==> src/sv/mks_pkg.sv <==
// ----------------------------------------------------------------------------
// mks_pkg
// Shared types, constants and the key lookup for the keypad scanner.
// ----------------------------------------------------------------------------
package mks_pkg;

    localparam int ROW_W   = 4;
    localparam int COL_W   = 3;
    localparam int CODE_W  = 4;
    localparam int TICK_W  = 10;
    localparam int SETTLE_W = 8;
    localparam int CFG_DATA_W = 10;
    localparam int CFG_ADDR_W = 2;
    localparam int S_TDATA_W = 8;
    localparam int M_TDATA_W = 16;

    localparam logic [CFG_ADDR_W-1:0] REG_SETTLE     = 2'd0;
    localparam logic [CFG_ADDR_W-1:0] REG_BEEP_ON    = 2'd1;
    localparam logic [CFG_ADDR_W-1:0] REG_BEEP_OFF   = 2'd2;
    localparam logic [CFG_ADDR_W-1:0] REG_RELEASE    = 2'd3;

    localparam logic [SETTLE_W-1:0] SETTLE_RESET  = 8'd10;
    localparam logic [TICK_W-1:0]   BEEP_ON_RESET  = 10'd50;
    localparam logic [TICK_W-1:0]   BEEP_OFF_RESET = 10'd50;
    localparam logic [TICK_W-1:0]   RELEASE_RESET  = 10'd50;

    localparam logic [1:0] LAST_COLUMN = 2'd2;

    typedef enum logic [2:0] {
        PH_SETTLE   = 3'd0,
        PH_BEEP_ON  = 3'd1,
        PH_BEEP_OFF = 3'd2,
        PH_POLL     = 3'd3
    } phase_t;

    typedef struct packed {
        logic [SETTLE_W-1:0] settle_ticks;
        logic [TICK_W-1:0]   beep_on_ticks;
        logic [TICK_W-1:0]   beep_off_ticks;
        logic [TICK_W-1:0]   release_poll_ticks;
    } cfg_t;

    typedef struct packed {
        phase_t              phase;
        logic [1:0]          column_index;
        logic [TICK_W-1:0]   tick_count;
        logic [1:0]          held_row;
        logic [CODE_W-1:0]   held_code;
    } scan_state_t;

    typedef struct packed {
        logic              pass_empty;
        logic [CODE_W-1:0] key_code;
        logic              key_ready;
        logic              buzzer_on;
        logic [COL_W-1:0]  column_drive;
    } result_t;

    function automatic logic [CODE_W-1:0] key_lookup(input logic [1:0] col,
                                                     input logic [1:0] row);
        logic [CODE_W-1:0] code;
        case ({col, row})
            4'b00_00: code = 4'd1;
            4'b00_01: code = 4'd4;
            4'b00_10: code = 4'd7;
            4'b00_11: code = 4'd10;
            4'b01_00: code = 4'd2;
            4'b01_01: code = 4'd5;
            4'b01_10: code = 4'd8;
            4'b01_11: code = 4'd0;
            4'b10_00: code = 4'd3;
            4'b10_01: code = 4'd6;
            4'b10_10: code = 4'd9;
            4'b10_11: code = 4'd11;
            default:  code = 4'd0;
        endcase
        return code;
    endfunction

endpackage

==> src/sv/mks_cfg_regs.sv <==
// ----------------------------------------------------------------------------
// mks_cfg_regs
// Timing registers of the keypad scanner, written through a plain write port.
// ----------------------------------------------------------------------------
module mks_cfg_regs (
    input  logic                              aclk,
    input  logic                              aresetn,
    input  logic                              cfg_we,
    input  logic [mks_pkg::CFG_ADDR_W-1:0]    cfg_addr,
    input  logic [mks_pkg::CFG_DATA_W-1:0]    cfg_wdata,
    output mks_pkg::cfg_t                     cfg
);

    mks_pkg::cfg_t cfg_reg;

    always_ff @(posedge aclk) begin
        if (!aresetn) begin
            cfg_reg.settle_ticks       <= mks_pkg::SETTLE_RESET;
            cfg_reg.beep_on_ticks      <= mks_pkg::BEEP_ON_RESET;
            cfg_reg.beep_off_ticks     <= mks_pkg::BEEP_OFF_RESET;
            cfg_reg.release_poll_ticks <= mks_pkg::RELEASE_RESET;
        end else if (cfg_we) begin
            case (cfg_addr)
                mks_pkg::REG_SETTLE: begin
                    cfg_reg.settle_ticks <= cfg_wdata[mks_pkg::SETTLE_W-1:0];
                end
                mks_pkg::REG_BEEP_ON: begin
                    cfg_reg.beep_on_ticks <= cfg_wdata[mks_pkg::TICK_W-1:0];
                end
                mks_pkg::REG_BEEP_OFF: begin
                    cfg_reg.beep_off_ticks <= cfg_wdata[mks_pkg::TICK_W-1:0];
                end
                mks_pkg::REG_RELEASE: begin
                    cfg_reg.release_poll_ticks <= cfg_wdata[mks_pkg::TICK_W-1:0];
                end
                default: begin
                end
            endcase
        end
    end

    assign cfg = cfg_reg;

endmodule

==> src/sv/mks_step.sv <==
// ----------------------------------------------------------------------------
// mks_step
// One tick of the scan sequence: next state and the result of the tick.
// ----------------------------------------------------------------------------
module mks_step (
    input  mks_pkg::cfg_t                 cfg,
    input  mks_pkg::scan_state_t          state,
    input  logic [mks_pkg::ROW_W-1:0]     row_levels,
    output mks_pkg::scan_state_t          state_next,
    output mks_pkg::result_t              result
);

    logic [1:0]                   col;
    logic [mks_pkg::TICK_W-1:0]   tick_inc;
    logic [mks_pkg::TICK_W:0]     settle_sum;
    logic [mks_pkg::SETTLE_W-1:0] settle_min;
    logic [mks_pkg::TICK_W-1:0]   on_min;
    logic [mks_pkg::TICK_W-1:0]   off_min;
    logic [mks_pkg::TICK_W-1:0]   poll_min;
    logic                         found;
    logic [1:0]                   found_row;

    assign col        = (state.column_index > mks_pkg::LAST_COLUMN) ?
                        mks_pkg::LAST_COLUMN : state.column_index;
    assign tick_inc   = state.tick_count + mks_pkg::TICK_W'(1);
    assign settle_sum = {1'b0, state.tick_count} + (mks_pkg::TICK_W+1)'(1);
    assign settle_min = (cfg.settle_ticks == '0) ? mks_pkg::SETTLE_W'(1)
                                                 : cfg.settle_ticks;
    assign on_min     = (cfg.beep_on_ticks == '0) ? mks_pkg::TICK_W'(1)
                                                  : cfg.beep_on_ticks;
    assign off_min    = (cfg.beep_off_ticks == '0) ? mks_pkg::TICK_W'(1)
                                                   : cfg.beep_off_ticks;
    assign poll_min   = (cfg.release_poll_ticks == '0) ? mks_pkg::TICK_W'(1)
                                                       : cfg.release_poll_ticks;

    always_comb begin
        found     = 1'b0;
        found_row = 2'd0;
        for (int r = 0; r < mks_pkg::ROW_W; r++) begin
            if (!row_levels[r]) begin
                found     = 1'b1;
                found_row = 2'(r);
            end
        end
    end

    always_comb begin
        state_next          = state;
        result.column_drive = ~(mks_pkg::COL_W'(1) << col);
        result.buzzer_on    = 1'b0;
        result.key_ready    = 1'b0;
        result.key_code     = '0;
        result.pass_empty   = 1'b0;

        case (state.phase)
            mks_pkg::PH_BEEP_ON: begin
                result.buzzer_on      = 1'b1;
                state_next.tick_count = tick_inc;
                if (tick_inc >= on_min) begin
                    state_next.phase      = mks_pkg::PH_BEEP_OFF;
                    state_next.tick_count = '0;
                end
            end
            mks_pkg::PH_BEEP_OFF: begin
                state_next.tick_count = tick_inc;
                if (tick_inc >= off_min) begin
                    state_next.phase      = mks_pkg::PH_POLL;
                    state_next.tick_count = '0;
                end
            end
            mks_pkg::PH_POLL: begin
                if (state.tick_count == '0 && row_levels[state.held_row]) begin
                    result.key_ready        = 1'b1;
                    result.key_code         = state.held_code;
                    state_next.phase        = mks_pkg::PH_SETTLE;
                    state_next.column_index = '0;
                    state_next.tick_count   = '0;
                end else if (tick_inc >= poll_min) begin
                    state_next.tick_count = '0;
                end else begin
                    state_next.tick_count = tick_inc;
                end
            end
            default: begin
                if (settle_sum < {3'b000, settle_min}) begin
                    state_next.tick_count = tick_inc;
                end else begin
                    state_next.tick_count = '0;
                    state_next.phase      = mks_pkg::PH_SETTLE;
                    if (found) begin
                        state_next.held_row  = found_row;
                        state_next.held_code = mks_pkg::key_lookup(col, found_row);
                        state_next.phase     = mks_pkg::PH_BEEP_ON;
                    end else if (col == mks_pkg::LAST_COLUMN) begin
                        result.pass_empty       = 1'b1;
                        state_next.column_index = '0;
                    end else begin
                        state_next.column_index = col + 2'd1;
                    end
                end
            end
        endcase
    end

endmodule

==> src/sv/matrix_keypad_scanner_top.sv <==
// ----------------------------------------------------------------------------
// matrix_keypad_scanner_top
// Tick-driven 4x3 matrix keypad scanner with key beep and release reporting.
// ----------------------------------------------------------------------------
// Each input transaction on the s_axis channel is one time tick carrying the
// sampled row levels. Each tick yields exactly one output transaction on the
// m_axis channel with the column drive, buzzer, key and empty-pass flags.
// The tick passes an input register, then the scan step logic, then the
// output register.
// One transaction is accepted per cycle unless the receiver stalls; the rate
// is set by the single step-logic pass that updates the scan state each tick.
// When the receiver stalls, the output register holds its transaction and
// the input register takes one more tick; s_axis_tready then drops until
// the output is taken. The scan state only advances when a tick moves into
// the output register. Reset clears both valid flags, puts the scanner in the
// settle phase at column 0 and loads the default timing registers.
// Timing registers are written through cfg_we, cfg_addr and cfg_wdata, by
// the user only while no tick is in flight; the block does not enforce this.
// ----------------------------------------------------------------------------
module matrix_keypad_scanner_top (
    input  logic                                aclk,
    input  logic                                aresetn,
    input  logic                                s_axis_tvalid,
    output logic                                s_axis_tready,
    // [3:0] row_levels
    input  logic [mks_pkg::S_TDATA_W-1:0]       s_axis_tdata,
    output logic                                m_axis_tvalid,
    input  logic                                m_axis_tready,
    // [2:0] column_drive, [3] buzzer_on, [4] key_ready, [8:5] key_code,
    // [9] pass_empty
    output logic [mks_pkg::M_TDATA_W-1:0]       m_axis_tdata,
    input  logic                                cfg_we,
    input  logic [mks_pkg::CFG_ADDR_W-1:0]      cfg_addr,
    input  logic [mks_pkg::CFG_DATA_W-1:0]      cfg_wdata
);

    mks_pkg::cfg_t                cfg;
    mks_pkg::scan_state_t         state_reg;
    mks_pkg::scan_state_t         state_next;
    mks_pkg::result_t             result_next;
    mks_pkg::result_t             result_reg;
    logic                         in_valid_reg;
    logic [mks_pkg::ROW_W-1:0]    rows_reg;
    logic                         out_valid_reg;
    logic                         load_out;

    mks_cfg_regs u_cfg (
        .aclk      (aclk),
        .aresetn   (aresetn),
        .cfg_we    (cfg_we),
        .cfg_addr  (cfg_addr),
        .cfg_wdata (cfg_wdata),
        .cfg       (cfg)
    );

    mks_step u_step (
        .cfg        (cfg),
        .state      (state_reg),
        .row_levels (rows_reg),
        .state_next (state_next),
        .result     (result_next)
    );

    assign load_out      = in_valid_reg && (!out_valid_reg || m_axis_tready);
    assign s_axis_tready = !in_valid_reg || load_out;

    always_ff @(posedge aclk) begin
        if (!aresetn) begin
            in_valid_reg <= 1'b0;
        end else if (s_axis_tvalid && s_axis_tready) begin
            in_valid_reg <= 1'b1;
        end else if (load_out) begin
            in_valid_reg <= 1'b0;
        end
    end

    always_ff @(posedge aclk) begin
        if (s_axis_tvalid && s_axis_tready) begin
            rows_reg <= s_axis_tdata[mks_pkg::ROW_W-1:0];
        end
    end

    always_ff @(posedge aclk) begin
        if (!aresetn) begin
            out_valid_reg          <= 1'b0;
            state_reg.phase        <= mks_pkg::PH_SETTLE;
            state_reg.column_index <= '0;
            state_reg.tick_count   <= '0;
            state_reg.held_row     <= '0;
            state_reg.held_code    <= '0;
        end else if (load_out) begin
            out_valid_reg <= 1'b1;
            state_reg     <= state_next;
        end else if (m_axis_tready) begin
            out_valid_reg <= 1'b0;
        end
    end

    always_ff @(posedge aclk) begin
        if (load_out) begin
            result_reg <= result_next;
        end
    end

    assign m_axis_tvalid = out_valid_reg;
    assign m_axis_tdata  = {(mks_pkg::M_TDATA_W - $bits(mks_pkg::result_t))'(0), result_reg};

    a_flags_exclusive: assert property (@(posedge aclk) disable iff (!aresetn)
        m_axis_tvalid |-> !(result_reg.key_ready && result_reg.pass_empty))
        else $error("key_ready and pass_empty set in the same transaction");

    a_column_range: assert property (@(posedge aclk) disable iff (!aresetn)
        state_reg.column_index != 2'd3)
        else $error("column index left the valid range");

    a_release_restarts: assert property (@(posedge aclk) disable iff (!aresetn)
        (load_out && result_next.key_ready) |=>
            (state_reg.phase == mks_pkg::PH_SETTLE && state_reg.column_index == 2'd0))
        else $error("key release did not restart the scan at column 0");

    a_state_holds: assert property (@(posedge aclk) disable iff (!aresetn)
        !load_out |=> $stable(state_reg))
        else $error("scan state changed without a tick");

endmodule

==> config.mk <==
export PLATFORM = sky130hd
export DESIGN_NAME = matrix_keypad_scanner_top
export DESIGN_NICKNAME = d
export VERILOG_FILES = /design/src/sv/mks_pkg.sv /design/src/sv/mks_cfg_regs.sv /design/src/sv/mks_step.sv /design/src/sv/matrix_keypad_scanner_top.sv
export SDC_FILE = /design/constraint.sdc
export NUM_CORES = 1
export LEC_CHECK = 0
export ABC_AREA = 1
export BUFFER_PORTS_ARGS = -buffer_cell sky130_fd_sc_hd__buf_4
export CORE_ASPECT_RATIO = 0.6
export CORE_MARGIN = 10
export CORE_UTILIZATION = 35
export DETAILED_ROUTE_END_ITERATION = 10
export MAX_ROUTING_LAYER = met4
export PLACE_DENSITY = 0.5
export RECOVER_POWER = 25
export SLEW_MARGIN = 20
export SYNTH_ARGS = -nofsm -noshare
export SYNTH_HDL_FRONTEND = slang
export SYNTH_SLANG_ARGS = --single-unit
==> constraint.sdc <==
create_clock -name aclk -period 2.6 [get_ports aclk]
set_input_delay 0.26 -clock aclk [delete_from_list [all_inputs] [get_ports aclk]]
set_output_delay 0.26 -clock aclk [all_outputs]
set_load 0.01 [all_outputs]
==> results of run 1 <==
## power by group through the flow
| stage | Clock, mW | Sequential [mW] | Combinational (mW) |
|---|---|---|---|
| global route | 1.45 | 1.23 | 0.366 |
| global placement | 0 | 1.25 | 0.278 |
| detailed placement | 0 | 1.25 | 0.287 |
| CTS | 1.40 | 1.23 | 0.309 |
| finish | 1.37 | 1.23 | 0.327 |
| floorplan | 0 | 1.25 | 0.175 |
## layout make-up
| cell class | count | area share [%] |
|---|---|---|
| Clock buffer | 9 | 3.84 |
| Clock inverter | 7 | 1.69 |
| Inverter | 88 | 5.87 |
| Multi-Input combinational cell | 380 | 45.7 |
| Sequential cell | 74 | 27.9 |
| Tap cell | 165 | 3.52 |
| Timing Repair Buffer | 87 | 11.5 |
## logic make-up after synthesis
logic type,after synthesis
fa+ha+maj,44
buf+inv,106
flops,74
simple gates,190
xor+xnor,5
compound gates,134
other cells,1
## metrics by stage
stage / power, mW / cell area (um^2) / std cells / hold WS, ns / TNS [ns]
detailed placement: 1.54 / 4980 / 779 / 0.440 / -3.19
floorplan: 1.43 / 4330 / 559 / 0.359 / 0
finish: 2.92 / 5860 / 810 / 0.112 / -0.749
global placement: 1.53 / 4980 / 779 / 0.439 / -2.75
global route: 3.05 / 5860 / 810 / 0.0999 / -3.51
CTS: 2.94 / 5660 / 806 / 0.0782 / -0.131
## worst max path at each step
stage | start | to | cells past startpoint
after floorplan | state_reg[6] | state_reg[4] | 15
after global placement | state_reg[7] | state_reg[7] | 15
after detailed placement | state_reg[7] | state_reg[15] | 16
after CTS | state_reg[7] | state_reg[7] | 16
after global routing | state_reg[7] | state_reg[8] | 17
final | state_reg[7] | state_reg[12] | 17
## what timing repair did
| item | 4_1_cts | 5_1_grt |
|---|---|---|
| setup endpoints to repair | 21 | 21 |
| setup buffers | 10 | 3 |
| gates cloned | 1 | 1 |
| pin swaps | 22 | 40 |
| hold buffers | 0 | 0 |
| gates resized for setup | 57 | 45 |
## synth_stat cells (4+ instances only)
cell / number / area, um^2
a21oi_1: 60 / 300
a21oi_2: 5 / 43.8
buf_4: 6 / 45.0
clkbuf_1: 11 / 41.3
dfxtp_1: 60 / 1200
edfxtp_1: 14 / 420
ha_1: 44 / 551
inv_1: 84 / 315
nand2_1: 74 / 278
nand2_2: 8 / 50.1
nand3_1: 19 / 95.1
nand3b_1: 5 / 37.5
nand4_1: 13 / 81.3
nor2_1: 52 / 195
nor3_1: 6 / 30.0
o211ai_1: 12 / 90.1
o21ai_0: 40 / 200
o21ai_2: 4 / 35.0
xor2_1: 4 / 35.0
## critical path, delay by kind of cell, from the launching register on
kind	cells	cell delay (ns)
AO/OA/AOI/OAI	3	0.36
XOR/XNOR	1	0.17
adder cells (fa/ha/maj)	1	0.25
buffers and inverters	4	0.52
flip-flops	1	0.37
AND/OR/NAND/NOR	8	0.95
## routing by layer
layer  share of wire, %  routed length, um
met1                 52               6620
met2                 43               5420
met3                4.1                520
met4                1.3                169
met5                  0                  0
==> flow_metrics.py, run 1 <==
metrics = {
    "status": {
        "outcome": "finished with violations",
        "violations": "negative setup slack",
    },
    "finish": {
        "drive_above_1_share_pct": 30.9,
        "multiInputGateArea_mm2": 0.00268,
        "diodes": 0,
        "post-route-util_pct": 48.6,
        "layout_commonest_cell": "inv_1",
        "seqCellArea_mm2": 0.00163,
        "nets": 709,
        "syn2layout_area_growth_pct": 36.0,
        "largest_reg_flops": 38,
        "final_cell_mix": "79 x inv_1, 71 x buf_4, 59 x nand2_1, 54 x dfxtp_1, 49 x a21oi_1",
        "fill_cells": 1185,
    },
    "floorplan": {
        "num_io_pins": 43,
        "start_util_pct": 35.7,
        "die_width_um": 163,
        "die_h_um": 106,
        "fp.coreArea_mm2": 0.0121,
        "rows": 31,
        "dieArea_mm2": 0.0173,
    },
    "critical_path": {
        "crit_type": "reg2reg",
        "r2r.worst_path.cells": 17,
        "worstPathCellList": "nand2_2, buf_4, nor2_2, xor2_1, buf_4, inv_4, ha_4, a21oi_2, o21ai_2, nand2_1, nand4_1, nor2_1, nor2_1, nand3b_1, buf_6, nand3_1, a21oi_1",
        "worstPathArrival_ns": 2.94,
        "crit_slowest_cell": "dfxtp_4",
        "r2r_slack_ns": -0.09,
        "required_ns": 2.85,
        "cp-start-kind": "flop",
        "critPathMaxFanout": 5,
        "r2r-end": "state_reg[12]",
        "r2r-start": "state_reg[7]",
        "critical_path.max_stage_delay_ns": 0.37,
        "endpoint_kind": "flop",
    },
    "logic_synthesis": {
        "ys_seq_elements": 74,
        "synth_compound_area_share_pct": 18.0,
        "synth-seq-area-share_pct": 37.6,
        "synth_top_flop_cell": "dfxtp_1",
        "async_flop_share_pct": 0,
        "syn-cell-area_mm2": 0.00431,
        "synthMuxAreaShare_pct": 0,
        "netlist_instances": 554,
        "ys_warn_count": 0,
        "syn_avg_cell_area_um2": 7.78,
        "synth-edff-count": 14,
        "synthSimpleGateAreaFrac_pct": 20.4,
        "synth_xor_area_share_pct": 1.02,
        "yosysUniqueCellTypes": 39,
        "synth_top_family_by_area": "simple AND/OR/NAND/NOR gates",
        "synth-adder-area-share_pct": 12.8,
    },
    "drt": {
        "drc": 0,
        "vias": 3972,
        "drt_first_pass_iters": 5,
        "routed_via_density": 4.90,
        "wl_per_cell_um": 15.7,
        "drtAntennaViolNets": 0,
        "drtIter0Drc": 207,
        "finalWirelength_um": 12700,
    },
    "timing": {
        "fmax_mhz": 372,
        "post-route-min-period_ns": 2.69,
        "drv_slew": 0,
        "hold_viol": 0,
        "tightest_slew_ns": 0.671,
        "rsz0062_at_grt": "yes",
        "clock_skew_ns": 0.00843,
        "slew_headroom_pct": 54.9,
        "setup_ws_ns": -0.0892,
        "fin_crit_sh_pct": 103,
        "setup_viol_count_final": 12,
    },
    "worst_hold_path": {
        "hp-class": "in2reg",
        "min_from": "s_axis_tdata[2]",
        "hold_depth": 1,
        "min_to": "rows_reg[2]",
    },
    "pwr": {
        "power_density_mw_per_mm2": 499,
        "clock_power_share_pct": 46.7,
        "seqPwrFrac_pct": 42.1,
        "p_int_mw": 2.18,
        "p_switching_mw": 0.740,
        "irDropWorstVdd_uv": 279,
        "leakagePower_nw": 2.51,
        "swShare_pct": 25.3,
        "power_frac_comb_pct": 11.2,
    },
    "job": {
        "cap_viol_max_count": 0,
    },
    "clocking": {
        "htreeDepth": 3,
        "numCtsBuffers": 9,
        "numClockSinks": 74,
        "cts-root-buf": "clkbuf_16",
        "cts_tree": "built",
        "path_clk_slew_ns": 0.06,
        "clk_latency_ns": 0.34,
        "clock_path_buffers": 2,
    },
    "placed_design": {
        "port_buffers": 32,
        "routabilityCongestion": 0.867,
        "dp_hpwl_um": 9220,
        "pre_cts_ws_ns": -0.231,
    },
    "global_route": {
        "grt-busiest-layer": "met2",
        "grt.total_usage_pct": 15.1,
        "grt_pass1_vias": 3881,
        "grtUsageMet2_pct": 21.6,
        "grt_pass1_wl_um": 20200,
        "use_met1_pct": 20.7,
        "grt_start_max_net_pins": 44,
        "grtUsageMet3_pct": 3.31,
        "antenna_found_initial": 0,
        "grt.overflow.total": 0,
    },
}
No activity file was read; power rests on OpenSTA's default activity.
==> run 2: changes to the inputs <==
BUFFER_PORTS_ARGS = -buffer_cell sky130_fd_sc_hd__buf_2   (was -buffer_cell sky130_fd_sc_hd__buf_4)
==> flow_metrics.py, run 2 (same netlist as run 1, synthesis figures left out) <==
metrics = {
    "status": {
        "outcome": "finished with violations",
        "violations": "max-capacitance violations, max-slew violations, negative setup slack",
    },
    "global_route": {
        "grt.total_usage_pct": 14.9,
        "grt-busiest-layer": "met1",
        "antenna_found_initial": 0,
        "grt_start_max_net_pins": 44,
        "grt.overflow.total": 0,
        "grt_pass1_vias": 3753,
        "grtUsageMet3_pct": 3.47,
        "grtUsageMet2_pct": 19.6,
        "use_met1_pct": 22.1,
        "grt_pass1_wl_um": 20000,
    },
    "floorplan": {
        "die_width_um": 163,
        "fp.coreArea_mm2": 0.0121,
        "dieArea_mm2": 0.0173,
        "die_h_um": 106,
        "start_util_pct": 35.7,
        "rows": 31,
        "num_io_pins": 43,
    },
    "finish": {
        "nets": 703,
        "drive_above_1_share_pct": 26.8,
        "postLayoutCellArea_mm2": 0.00556,
        "layout_commonest_cell": "inv_1",
        "syn2layout_area_growth_pct": 29.0,
        "diodes": 0,
        "largest_reg_flops": 38,
        "final_cell_mix": "79 x inv_1, 67 x nand2_1, 55 x a21oi_1, 55 x dfxtp_1, 48 x nor2_1",
    },
    "drt": {
        "finalWirelength_um": 12300,
        "vias": 3913,
        "drc": 0,
        "drtAntennaViolNets": 0,
        "wl_per_cell_um": 15.4,
        "drtIter0Drc": 262,
        "routed_via_density": 4.87,
        "drt_first_pass_iters": 4,
    },
    "timing": {
        "hold_ws_ns": 0.101,
        "fin_crit_sh_pct": 103,
        "setup_viol_count_final": 12,
        "post-route-min-period_ns": 2.67,
        "drv_slew": 44,
        "setup_ws_ns": -0.0717,
        "rsz0062_at_grt": "yes",
        "tightest_slew_ns": 1.86,
        "fmax_mhz": 374,
        "slew_headroom_pct": -24.2,
        "clock_skew_ns": 0.00832,
        "hold_viol": 0,
    },
    "pwr": {
        "power_density_mw_per_mm2": 526,
        "leakagePower_nw": 2.46,
        "swShare_pct": 23.9,
        "power_frac_comb_pct": 10.3,
        "clock_power_share_pct": 47.7,
        "irDropWorstVdd_uv": 296,
        "power_mw": 2.92,
        "seqPwrFrac_pct": 42.0,
        "p_switching_mw": 0.699,
        "p_int_mw": 2.22,
    },
    "critical_path": {
        "worstPathCellList": "buf_6, nand2_4, nor2_4, nand2_4, nor2_4, xor2_1, buf_4, ha_4, a21oi_2, o21a_1, nand4_1, nor2_2, nor2_1, nand3b_1, buf_6, nand3b_1, a21oi_2",
        "crit_family": "simple AND/OR/NAND/NOR gates",
        "critPathMaxFanout": 5,
        "endpoint_kind": "flop",
        "crit_slowest_cell": "dfxtp_2",
        "crit_type": "reg2reg",
        "critPathBufInv": 3,
        "critical_path.max_stage_delay_ns": 0.33,
        "worstPathArrival_ns": 2.92,
        "cp-start-kind": "flop",
        "required_ns": 2.85,
    },
    "clocking": {
        "htreeDepth": 3,
        "cts-root-buf": "clkbuf_16",
        "path_clk_slew_ns": 0.06,
        "numCtsBuffers": 9,
        "ctsHoldBuffers": 0,
        "clk_latency_ns": 0.34,
        "cts_tree": "built",
        "clock_path_buffers": 2,
        "numClockSinks": 74,
    },
    "placed_design": {
        "pre_cts_ws_ns": -0.219,
        "routabilityCongestion": 0.887,
        "port_buffers": 32,
        "postPlaceCellArea_mm2": 0.00491,
        "dp_hpwl_um": 9360,
    },
    "job": {
        "cap_viol_max_count": 1,
    },
    "worst_hold_path": {
        "hp-class": "in2reg",
    },
}
[run 2: cell types whose count changed in the layout (fill, tap and decap cells not counted), moves of 4 or more]
cell | before | now
a21oi_2 | 16 | 10
buf_2 | 0 | 32
buf_4 | 71 | 46
nand2_1 | 59 | 67
inv_6 | 4 | 0
ha_4 | 13 | 8
clkbuf_4 | 4 | 0
ha_1 | 30 | 35
nand2_2 | 18 | 12
buf_6 | 9 | 3
a21oi_1 | 49 | 55
[run 2: cell type report]
cell class / count / area, um^2
clock buffer: 13 / 303
clock inverter: 3 / 40.0
fill: 1212 / 6500
inverter: 88 / 337
multi-input combinational: 379 / 2500
sequential: 74 / 1630
tap: 165 / 206
timing repair buffer: 82 / 543
[run 2: what timing repair did]
item / 4_1_cts / 5_1_grt
cloned: 1 / 0
gates resized for setup: 32 / 25
setup buffers: 4 / 3
pin swaps: 19 / 13
endpoints found under the setup margin: 21 / 21
[run 2: worst reg2reg max path, cell delays in order (launching register included)]
cell and delay (ns):
dfxtp_2 0.33, buf_6 0.10, nand2_4 0.05, nor2_4 0.16, nand2_4 0.09, nor2_4 0.09
xor2_1 0.15, buf_4 0.20, ha_4 0.23, a21oi_2 0.13, o21a_1 0.13, nand4_1 0.13
nor2_2 0.16, nor2_1 0.05, nand3b_1 0.19, buf_6 0.17, nand3b_1 0.10, a21oi_2 0.12
[run 2: final timing paths]
check	from	to	slack, ns	cells after the start
hold reg to reg	state_reg[3]	state_reg[3]	0.46	2
setup / recovery	state_reg[7]	state_reg[8]	-0.07	17
hold / removal	s_axis_tdata[3]	rows_reg[3]	0.10	1
setup reg to reg	state_reg[7]	state_reg[8]	-0.07	17
[run 2: power by group through the flow]
stage               logic [mW]  registers, mW  clock network [mW]
CTS                      0.290           1.23                1.43
global placement         0.272           1.25                   0
detailed placement       0.279           1.25                   0
finish                   0.300           1.23                1.40
global route             0.340           1.23                1.48
floorplan                0.175           1.25                   0
[run 2: per-stage QoR]
step / setup TNS [ns] / std cells / util, %
6_report: -0.487 / 804 / 46.1
5_1_grt: -3.66 / 804 / 46.1
4_1_cts: -0.152 / 801 / 44.8
3_5_place_dp: -1.24 / 780 / 40.7
3_3_place_gp: -0.659 / 780 / 40.7
2_1_floorplan: 0 / 559 / -
[run 2: per-layer routing]
layer / up-vias / share of wire [%]
li1: 2004 / -
met1: 1812 / 54
met2: 85 / 40
met3: 12 / 4.7
met4: 0 / 1.0
met5: - / 0
